===== config.mk =====
export PLATFORM = sky130hd
export DESIGN_NAME = npm_controller
export DESIGN_NICKNAME = d
export VERILOG_FILES = /design/src/npm_pkg.sv /design/src/npm_controller.sv
export SDC_FILE = /design/constraint.sdc
export NUM_CORES = 1
export LEC_CHECK = 0
export ABC_AREA = 1
export BUFFER_PORTS_ARGS = -buffer_cell sky130_fd_sc_hd__buf_2
export CAP_MARGIN = 0
export CORE_UTILIZATION = 40
export CTS_CLUSTER_SIZE = 12
export DETAILED_ROUTE_END_ITERATION = 10
export SYNTH_ARGS = -nofsm -noshare
export SYNTH_HDL_FRONTEND = slang
export SYNTH_SLANG_ARGS = --single-unit

===== constraint.sdc =====
create_clock -name clk -period 2.06 [get_ports clk]
set_input_delay 0.103 -clock clk [delete_from_list [all_inputs] [get_ports clk]]
set_output_delay 0.103 -clock clk [all_outputs]
set_load 0.01 [all_outputs]

===== src/npm_pkg.sv =====
// Package for the nearest path point matcher.
// Holds the status and operation codes and the command and status structs
// that join the controller and the datapath. Depends on nothing.
`default_nettype none

package npm_pkg;

  localparam int unsigned STATUS_BITS = 2;

  localparam logic [STATUS_BITS-1:0] STATUS_LOAD  = 2'd0;
  localparam logic [STATUS_BITS-1:0] STATUS_QUERY = 2'd1;
  localparam logic [STATUS_BITS-1:0] STATUS_SHORT = 2'd2;

  localparam logic OP_LOAD  = 1'b0;
  localparam logic OP_QUERY = 1'b1;

  // Commands from the controller to the datapath.
  typedef struct packed {
    logic capture;    // take the input request into the holding registers
    logic write;      // store one path point, prepare a load result
    logic short_res;  // prepare the result for a path that is too short
    logic gear_rd;    // read the entry under the clamped pointer
    logic back_init;  // latch the run gear, arm the backward walk
    logic back_run;   // walk back toward the run start
    logic fwd_init;   // arm the forward scan
    logic fwd_run;    // scan forward over the run
    logic finish;     // form window and move the pointer
    logic emit;       // load the output register
  } ctl_cmd_t;

  // Status from the datapath to the controller.
  typedef struct packed {
    logic is_query;
    logic short_path;
    logic back_done;
    logic fwd_done;
    logic out_free;
  } dp_stat_t;

endpackage

`default_nettype wire


===== src/npm_controller.sv =====
// Controller state machine of the nearest path point matcher.
// Sequences load, backward walk, forward scan and result hand-off.
// Depends on npm_pkg.
`default_nettype none

module npm_controller
  import npm_pkg::*;
(
  input  logic     clk,
  input  logic     rst,
  input  logic     in_valid,
  output logic     in_ready,
  input  dp_stat_t stat,
  output ctl_cmd_t cmd
);

  typedef enum logic [7:0] {
    S_IDLE = 8'b0000_0001,
    S_DISP = 8'b0000_0010,
    S_GEAR = 8'b0000_0100,
    S_BACK = 8'b0000_1000,
    S_FWDI = 8'b0001_0000,
    S_FWD  = 8'b0010_0000,
    S_WIN  = 8'b0100_0000,
    S_EMIT = 8'b1000_0000
  } ctl_state_t;

  ctl_state_t state;
  ctl_state_t state_next;

  always_ff @(posedge clk) begin
    if (rst) begin
      state <= S_IDLE;
    end else begin
      state <= state_next;
    end
  end

  always_comb begin
    state_next = state;
    cmd        = '0;
    in_ready   = 1'b0;
    case (state)
      S_IDLE: begin
        in_ready    = 1'b1;
        cmd.capture = in_valid;
        if (in_valid) begin
          state_next = S_DISP;
        end
      end
      S_DISP: begin
        if (!stat.is_query) begin
          cmd.write  = 1'b1;
          state_next = S_EMIT;
        end else if (stat.short_path) begin
          cmd.short_res = 1'b1;
          state_next    = S_EMIT;
        end else begin
          cmd.gear_rd = 1'b1;
          state_next  = S_GEAR;
        end
      end
      S_GEAR: begin
        cmd.back_init = 1'b1;
        state_next    = S_BACK;
      end
      S_BACK: begin
        cmd.back_run = 1'b1;
        if (stat.back_done) begin
          state_next = S_FWDI;
        end
      end
      S_FWDI: begin
        cmd.fwd_init = 1'b1;
        state_next   = S_FWD;
      end
      S_FWD: begin
        cmd.fwd_run = 1'b1;
        if (stat.fwd_done) begin
          state_next = S_WIN;
        end
      end
      S_WIN: begin
        cmd.finish = 1'b1;
        state_next = S_EMIT;
      end
      S_EMIT: begin
        if (stat.out_free) begin
          cmd.emit   = 1'b1;
          state_next = S_IDLE;
        end
      end
      default: begin
        state_next = S_IDLE;
      end
    endcase
  end

endmodule

`default_nettype wire


==> results of run 1 <==
## layer usage
layer  up-vias  wire [µm]
li1        321          -
met2        17        497
met1       234        622
met5         -          0
met4         0         27
met3         4         53
## kinds of logic (layout without fill, tap and decap cells)
| family | after synthesis | in the layout | synth area share |
|---|---|---|---|
| and+or+nand+nor | 58 | 58 | 0.574 |
| DFF | 8 | 8 | 0.262 |
| AOI/OAI and AO/OA | 3 | 3 | 0.0246 |
| buffers and inverters | 22 | 43 | 0.139 |
## synthesized netlist by cell type, types with 2 or more instances
master,n,share of area
nor2_4,4,0.074
nor2_1,18,0.11
inv_1,21,0.13
nand3_1,10,0.082
nand2_4,3,0.055
a21oi_1,2,0.016
dfxtp_1,8,0.26
nand2_2,2,0.020
nor4_1,2,0.020
nand2_1,11,0.068
nand3_2,3,0.049
## final cells by class
class / instances / area (µm²)
clock buffer: 3 / 22.5
tap: 15 / 18.8
inverter: 22 / 85.1
fill: 142 / 624
sequential: 8 / 160
multi-input combinational: 61 / 365
timing repair buffer: 18 / 90.1
## worst reg2reg max path, stage by stage, from the launching register on
cell	delay, ps
dfxtp_1	420
nor2_4	80
nand2_4	120
inv_1	50
nand3_1	80
nand2_2	90
nor2_4	150
and2_4	150
nor2_2	30
## per-stage QoR
step	util	setup WS, ps	instance area [µm²]
after floorplan	-	842	611
after global placement	0.527	792	719
after detailed placement	0.527	793	719
after CTS	0.543	644	742
after global routing	0.543	529	742
final	0.543	663	742
## power groups by stage
stage	logic (µW)	registers, µW	clock network, µW
2_1_floorplan	303	212	0
3_3_place_gp	381	217	0
3_5_place_dp	376	218	0
4_1_cts	378	215	123
5_1_grt	425	220	130
6_report	374	215	121
## worst paths after layout
kind                            endpoint  slack, ps
worst min register to register  state[5]        610
worst max-delay path              cmd[6]        660
worst max register to register  state[7]        780
worst min-delay path            state[2]         50
==> metrics.txt, run 1 <==
Unique masters post-synth=18; slowest CP cell=dfxtp_1; Die Ht=41.1 µm; DRC=0; nets=122; clock share of power=0.170; CP Launch Point=state[1]; Slew Viols, Final=0; R2R Path Start=state[0]; most common cell after layout, fill and taps aside=inv_1; Top reg by flops=state; first-pass GRT wire length=1860 µm; r2r worst-path depth=8; CP Launch Type=flip-flop; max_cap viols=0; Post-CTS Resized=0; Synth Area per Inst=6.71 µm²; Critical Path Fanout Max=6; Pwr Density=958 nW/µm²; Max Root-Sink Buffers=2; 1st-pass router iterations=4; area of the mapped netlist=611 µm²; routed vias=576; largest net degree at the start of global routing=7; Tmin final=1400 ps; warnings from Yosys=0; crit-path cells=inv_1 -> nor2_1 -> nand3_4 -> nor3_1 -> buf_2; Main synth FF type=dfxtp_1; CP bufs+invs=2; Seq pwr share=0.303; Hold Path Cell Cnt=2; CP top delay family=simple AND/OR/NAND/NOR gates; Final Hold Fails=0; gp weighted congestion=0.780; commonest cells after routing, fill and taps aside=inv_1, nor2_1, buf_2; WHS=53.3 ps; Max Clock Freq=0.716 GHz; H-tree Lvls=1; routed len/inst=9.46 µm; switching power total=316 µW; Worst-path clk slew=50 ps; Finished Layout Cells=127; ANT cells=0; syn_nets=99; GRT Overall Usage=0.175; core area=1370 µm²; placed cells=124; remaining antenna violation count after routing=0; fin crit share=0.678; GR peak layer=met2; clock sink count=8; vias per cell=4.54; met3 Usage GRT=0.0326; initial DRC count=4; TritonCTS buffer count=3; P_int=395 µW; Regs by FF count=state (8); max incr delay on CP=370 ps; clk root buf=clkbuf_4; initial antenna violation count=0; static leakage=0.000439 µW; Async S/R FF share, synth=0; Setup Buffers After CTS=0; Clock Skew=0.923 ps; Post-Route WL=1200 µm; register bit total from synthesis=8; M2 GR Usage=0.262; Rows=13; Area Growth Syn to Fin=21.5%; CP required=1960 ps; proportion of layout cells with a drive suffix above 1=0.339; RSZ-0062 raised after global routing=no; Design Power=711 µW; critical path type=reg2out; combinational power share=0.527; cts hold-fix bufs=0; worst hold path class=in2reg; measured slew at the worst slew-check pin=256 ps; status=completed; Slew headroom=0.829; dpl hpwl=997 µm; # setup viols final=0; sequential area share after synthesis=0.262; Die X=41.1 µm; Crit. End Element=output pin; global routing usage on met1=0.221; hold path startpoint=stat[3]; Setup TNS=0 ps; max reg flops=8; Die ar.=1690 µm²; clk_lat worst skew=250 ps; peak supply drop=0.569 mV; Post-synth EDFFs=0; Sw Ratio=0.444; vias in the first global route=478; synthesized instance count=91; initial core utilization=0.447; Top Ports=19; CP arrival=1290 ps; port buffer count=18; CTS tree=built; critical path depth in cells=5; GR Overflow Total=0
Note: power is estimated with default switching activity, not from simulation.
==> inputs of run 2 (changes only) <==
PLACE_DENSITY = 0.67   (was unset)
clock period = 1.15 ns   (was 2.06 ns; I/O delays follow)
==> run 2 against run 1 <==
Against the previous run: the run now ends with setup timing left; flip-flop and latch count stayed put; cell count is 21% higher; clock skew increased by 0.82 ps; cell area rose by 56%; utilization is 30 points higher; largest power group unchanged.
==> metrics.txt, run 2 (synthesized netlist as in run 1, its figures left out) <==
Post-Route WL=1800 µm (+50%); measured slew at the worst slew-check pin=191 ps (-64.8 ps); Worst-path clk slew=60 ps (about the same); DRC=0 (unchanged); clk root buf=clkbuf_4; CP arrival=1320 ps (+30 ps); Design Power=1790 µW (+150%); proportion of layout cells with a drive suffix above 1=0.727 (+0.387); Max Root-Sink Buffers=2 (unchanged); Finished Layout Cells=154 (+21%); met3 Usage GRT=0.0489 (+0.0163); nets=149 (+22%); Crit. End Element=output pin; Die X=41.1 µm (unchanged); routed len/inst=11.7 µm (+23%); initial antenna violation count=0 (unchanged); first-pass GRT wire length=2680 µm (+44%); GR Overflow Total=0 (unchanged); commonest cells after routing, fill and taps aside=buf_4, inv_1, buf_2; max incr delay on CP=350 ps (-20 ps); placed cells=133 (+7.3%); slowest CP cell=dfxtp_4; 1st-pass router iterations=4 (unchanged); combinational power share=0.652 (+0.125); Area Growth Syn to Fin=89.8%; max reg flops=8 (unchanged); ANT cells=0 (unchanged); vias per cell=4.81 (+6.1%); CP Launch Type=flip-flop; fin crit share=1.20; M2 GR Usage=0.395 (+0.133); most common cell after layout, fill and taps aside=buf_4; status=finished, violations left; H-tree Lvls=1 (unchanged); Final Hold Fails=0 (unchanged); TritonCTS buffer count=3 (unchanged); remaining antenna violation count after routing=0 (unchanged); Rows=13 (unchanged); clock sink count=8 (unchanged); fin area=1160 µm² (+56%); Sw Ratio=0.442 (-0.00213); reg2reg setup slack=-220 ps (-1000 ps); GR peak layer=met2; placed instance area=808 µm² (+12%); dpl hpwl=1170 µm (+17%); Slew headroom=0.872 (+0.0426); failing checks=setup timing; initial DRC count=6 (+2); vias in the first global route=664 (+39%); CTS tree=built; WHS=21.6 ps (-31.7 ps); Clock Skew=1.75 ps (+0.823 ps); GRT Overall Usage=0.246 (+0.0713); static leakage=0.000591 µW (+35%); clock share of power=0.122 (-0.048); Tmin final=1380 ps; # setup viols final=17 (+17); crit-path cells=nor2_4 -> buf_4 -> buf_6 -> nand3_2 -> nor2_2 -> buf_4 -> buf_6; core area=1370 µm² (unchanged); FILL cells=73 (-49%); peak supply drop=1.37 mV (+140%); P_int=997 µW (+150%); RSZ-0062 raised after global routing=yes; Die ar.=1690 µm² (unchanged); Seq pwr share=0.226 (-0.077); Critical Path Fanout Max=2 (-4); switching power total=789 µW (+150%); Regs by FF count=state (8); worst hold path class=in2reg; Pwr Density=1540 nW/µm² (+61%); Die Ht=41.1 µm (unchanged); Max Clock Freq=0.726 GHz; Slew Viols, Final=0 (unchanged); critical path type=reg2out; global routing usage on met1=0.317 (+0.0957); gp weighted congestion=0.786 (+0.67%); final worst slack=-228 ps (-891 ps); port buffer count=18 (unchanged); CP required=1090 ps (-870 ps); routed vias=741 (+29%); clk_lat worst skew=250 ps (about the same); initial core utilization=0.447 (unchanged); Top Ports=19 (unchanged); Top reg by flops=state; largest net degree at the start of global routing=6 (-1); max_cap viols=0 (unchanged)
## run 2: cell types whose count changed in the layout (fill, tap and decap cells not counted), moves of 4 or more
cell	before	now
nor2_1	18	8
inv_1	21	15
buf_6	0	11
inv_2	0	5
dfxtp_1	8	1
buf_2	18	12
buf_4	0	22
nand3_2	3	7
nor2_4	4	9
dfxtp_4	0	4
nand3_1	10	3
nor2_2	1	6
## run 2: final cells by class
class / instances / area, µm² / share of cell area
sequential: 8 / 179 / 0.154
clock buffer: 3 / 22.5 / 0.0194
multi-input combinational: 61 / 502 / 0.433
tap: 15 / 18.8 / 0.0162
inverter: 22 / 87.6 / 0.0756
timing repair buffer: 45 / 349 / 0.301
## run 2: critical path, delay by kind of cell (launching register included)
family	cells	cell delay (ps)
simple gates	3	290
flops	1	350
buf+inv	4	420
## run 2: what timing repair did
| item | 4_1_cts | 5_1_grt |
|---|---|---|
| hold buffers | 0 | 0 |
| buffers inserted | 15 | 3 |
| gates resized for setup | 35 | 19 |
| pin swaps | 9 | 5 |
| endpoints found under the setup margin | 15 | 19 |
## run 2: through the flow
step | TNS [ps] | worst slack, ps | utilization
after floorplan | 0 | 0.0716 | -
after global placement | -84.5 | -49.6 | 0.592
after detailed placement | -192 | -86.9 | 0.592
after CTS | -1840 | -211 | 0.782
after global routing | -3860 | -287 | 0.848
final | -2680 | -228 | 0.848
## run 2: worst paths after layout
path | start | to | cells after the start
worst min-delay path | stat[3] | state[2] | 2
worst min register to register | state[7] | state[7] | 4
worst max-delay path | state[6] | cmd[3] | 7
worst max register to register | state[6] | state[0] | 11
## run 2: metal layers
layer / vias to the layer above / part of all wire
met2: 24 / 0.46
met3: 5 / 0.043
met1: 334 / 0.48
met4: 0 / 0.014
li1: 378 / -
met5: - / 0
## run 2: power groups by stage
stage,sequential (µW),clock (µW),combinational [µW]
2_1_floorplan,387,0,565
3_3_place_gp,397,0,707
3_5_place_dp,398,0,732
4_1_cts,409,211,1060
5_1_grt,411,234,1250
6_report,404,219,1160
==> inputs of run 3 (changes only) <==
ABC_AREA = unset   (was 1)
PLACE_DENSITY = 0.69   (was 0.67)
SLEW_MARGIN = 20   (was unset)
==> run 3 against run 2 <==
Against the previous run: the flow still finishes with violations (setup timing); sequential share of layout area is 1.3 points higher; flip-flop and latch count stayed put; wire length is 3.2% lower; first-iteration DRC count is 120% higher; worst hold slack better by 58 ps; clock power is 7% lower; critical path depth is 2 lower; cell count is 23% lower; worst setup slack worse by 380 ps; area after synthesis is 11% lower; critical path type unchanged.
==> metrics.txt, run 3 <==
status=finished, violations left; failing checks=setup timing; Area Growth Syn to Fin=84.0%; Synth Area per Inst=9.01 µm² (+34%); cts hold-fix bufs=0 (unchanged); area leader, netlist=dfxtp_1; TritonCTS buffer count=3 (unchanged); switching power total=380 µW (-52%); Seq pwr share=0.279 (+0.053); synthesized instance count=60 (-34%); fin area=995 µm² (-14%); clock sink count=8 (unchanged); worst setup path end=cmd[0]; Crit. End Element=output pin; P_int=754 µW (-24%); Main synth FF type=dfxtp_1; top post-synthesis cells by area=dfxtp_1, nand4b_1, or4_4, nor4_1, nor2_1; initial antenna violation count=0 (unchanged); most common cell after layout, fill and taps aside=buf_4; nets=115 (-23%); DRC=0 (unchanged); max reg flops=8 (unchanged); Clock Skew=9.42 ps (+7.68 ps); vias in the first global route=566 (-15%); core area=1190 µm² (-13%); max_cap viols=0 (unchanged); peak supply drop=0.775 mV (-43%); reg2reg setup slack=-580 ps (-360 ps); Slew Viols, Final=0 (unchanged); # setup viols final=19 (+2); FF/Latch Area=166 µm² (-7.0%); Top Ports=19 (unchanged); dpl hpwl=1140 µm (-2.3%); Worst-path clk slew=50 ps (about the same); max incr delay on CP=560 ps (+210 ps); CP top delay family=simple AND/OR/NAND/NOR gates; Final Hold Fails=0 (unchanged); Sw Ratio=0.335 (-0.107); proportion of layout cells with a drive suffix above 1=0.714 (-0.0123); slowest CP cell=or4_4; gp weighted congestion=0.788 (+0.34%); clk_lat worst skew=250 ps (about the same); Pwr Density=1140 nW/µm² (-26%); GRT Overall Usage=0.219 (-0.0273); static leakage=0.000460 µW (-22%); Crit Reg-Reg Endpoint=state[0]; R2R Path Start=state[5]; fin crit share=1.53 (+0.334); commonest cells after routing, fill and taps aside=buf_4, buf_2, buf_6; CP Launch Type=flip-flop; syn_nets=68 (-31%); initial DRC count=13 (+7); CP required=1090 ps (about the same); Async S/R FF share, synth=0 (unchanged); Tmin final=1760 ps (+384 ps); Setup TNS=-8870 ps (-6190 ps); FILL cells=72 (-1.4%); Post-Route WL=1740 µm (-3.2%); global routing usage on met1=0.237 (-0.0800); area occupied by multi-input gates=445 µm² (-11%); Max Clock Freq=0.568 GHz (-22%); crit-path cells=or4_4 -> buf_6 -> buf_4 -> nor4_2 -> buf_2; count leader, synth=dfxtp_1; combinational power share=0.540 (-0.112); area of the mapped netlist=541 µm² (-11%); CP bufs+invs=3 (-1); met3 Usage GRT=0.0694 (+0.0205); GR Overflow Total=0 (unchanged); measured slew at the worst slew-check pin=289 ps (+98.4 ps); post-synth top area share=0.296 (+0.0340); largest net degree at the start of global routing=9 (+3); top post-synthesis cells by count=dfxtp_1, nor2_1, nand4b_1; M2 GR Usage=0.404 (+0.00964); RSZ-0062 raised after global routing=yes; routed len/inst=14.6 µm (+25%); Unique masters post-synth=28 (+10); port buffer count=18 (unchanged); Die X=38.8 µm (-5.6%); worst hold path class=in2reg; ANT cells=0 (unchanged); GR peak layer=met2; final worst slack=-611 ps (-384 ps); clk root buf=clkbuf_4; warnings from Yosys=0 (unchanged); r2r worst-path depth=4 (-7); Top reg by flops=state; Max Root-Sink Buffers=2 (unchanged); CP Launch Point=state[5]; Die ar.=1500 µm² (-11%); vias per cell=5.55 (+15%); CTS tree=built; first-pass GRT wire length=2200 µm (-18%); Die Ht=38.8 µm (-5.6%); Critical Path Fanout Max=3 (+1); Regs by FF count=state (8); Rows=12 (-1); critical path depth in cells=5 (-2); Design Power=1130 µW (-37%); Post-synth EDFFs=0 (unchanged); sequential area share after synthesis=0.296 (+0.0340); Slew headroom=0.807 (-0.0651); critical path type=reg2out; 1st-pass router iterations=4 (unchanged); placed instance area=776 µm² (-4.0%); CP arrival=1700 ps (+380 ps); register bit total from synthesis=8 (unchanged); routed vias=660 (-11%); remaining antenna violation count after routing=0 (unchanged); clock share of power=0.180 (+0.058); initial core utilization=0.456 (+0.00881); H-tree Lvls=1 (unchanged)
run 3: cell count changes in the layout (fill, tap and decap cells not counted), sizes merged, moves of 3 or more:
| cell | previous run | this run |
|---|---|---|
| nand4b | 0 | 5 |
| and3 | 0 | 3 |
| or4 | 0 | 3 |
| nand2 | 16 | 1 |
| nor2 | 24 | 6 |
| nor4 | 2 | 5 |
| inv | 22 | 3 |
| nand3 | 14 | 1 |
run 3: cell families (layout without fill, tap and decap cells):
| family | after synthesis | count (layout) | share of synthesized area |
|---|---|---|---|
| buffers and inverters | 4 | 49 | 0.0347 |
| flip-flops | 8 | 8 | 0.296 |
| AND/OR/NAND/NOR | 38 | 38 | 0.535 |
| AO/OA/AOI/OAI | 7 | 7 | 0.0856 |
| XOR/XNOR | 3 | 3 | 0.0486 |
run 3: metrics by stage:
stage	setup WS, ps	hold slack, ps	cells	util
3_3_place_gp	-521	332	106	0.654
6_report	-611	79.8	119	0.839
2_1_floorplan	-543	146	60	-
4_1_cts	-588	54.0	117	0.784
3_5_place_dp	-544	331	106	0.654
5_1_grt	-690	78.6	119	0.839
run 3: power groups by stage:
stage / registers (µW) / clock network, µW / logic [µW]
floorplan: 341 / 0 / 253
global placement: 322 / 0 / 448
detailed placement: 323 / 0 / 453
CTS: 316 / 214 / 557
global route: 318 / 231 / 655
finish: 317 / 204 / 613
run 3: what timing repair did:
item,in CTS,in global routing
pin swaps,14,6
setup endpoints to repair,19,19
resized for setup,16,9
setup buffers,8,2
run 3: final cells by class:
cell class	instances	share of cell area
Inverter	3	0.0113
Clock buffer	3	0.0226
Sequential cell	8	0.167
Timing Repair Buffer	43	0.333
Multi-Input combinational cell	48	0.448
Tap cell	14	0.0176
run 3: worst min path at each step:
stage,depth (start not counted),startpoint,slack [ps],to
global route,2,rst,80,state[3]
CTS,2,rst,50,state[3]
finish,2,rst,80,state[3]
detailed placement,2,rst,330,state[5]
floorplan,1,stat[4],150,cmd[8]
global placement,2,rst,330,state[2]
run 3: worst register-to-register path: stages, from the launching register on:
cell	delay [ps]
dfxtp_2	320
or4_4	560
or4_4	530
nand4_4	130
o31ai_2	80
run 3: metal layers:
layer  wire (µm)  share of wire  vias up
met5           0              0        -
li1            -              -      319
met1         732           0.42      313
met3          71          0.041        4
met4          18          0.010        0
met2         918           0.53       24
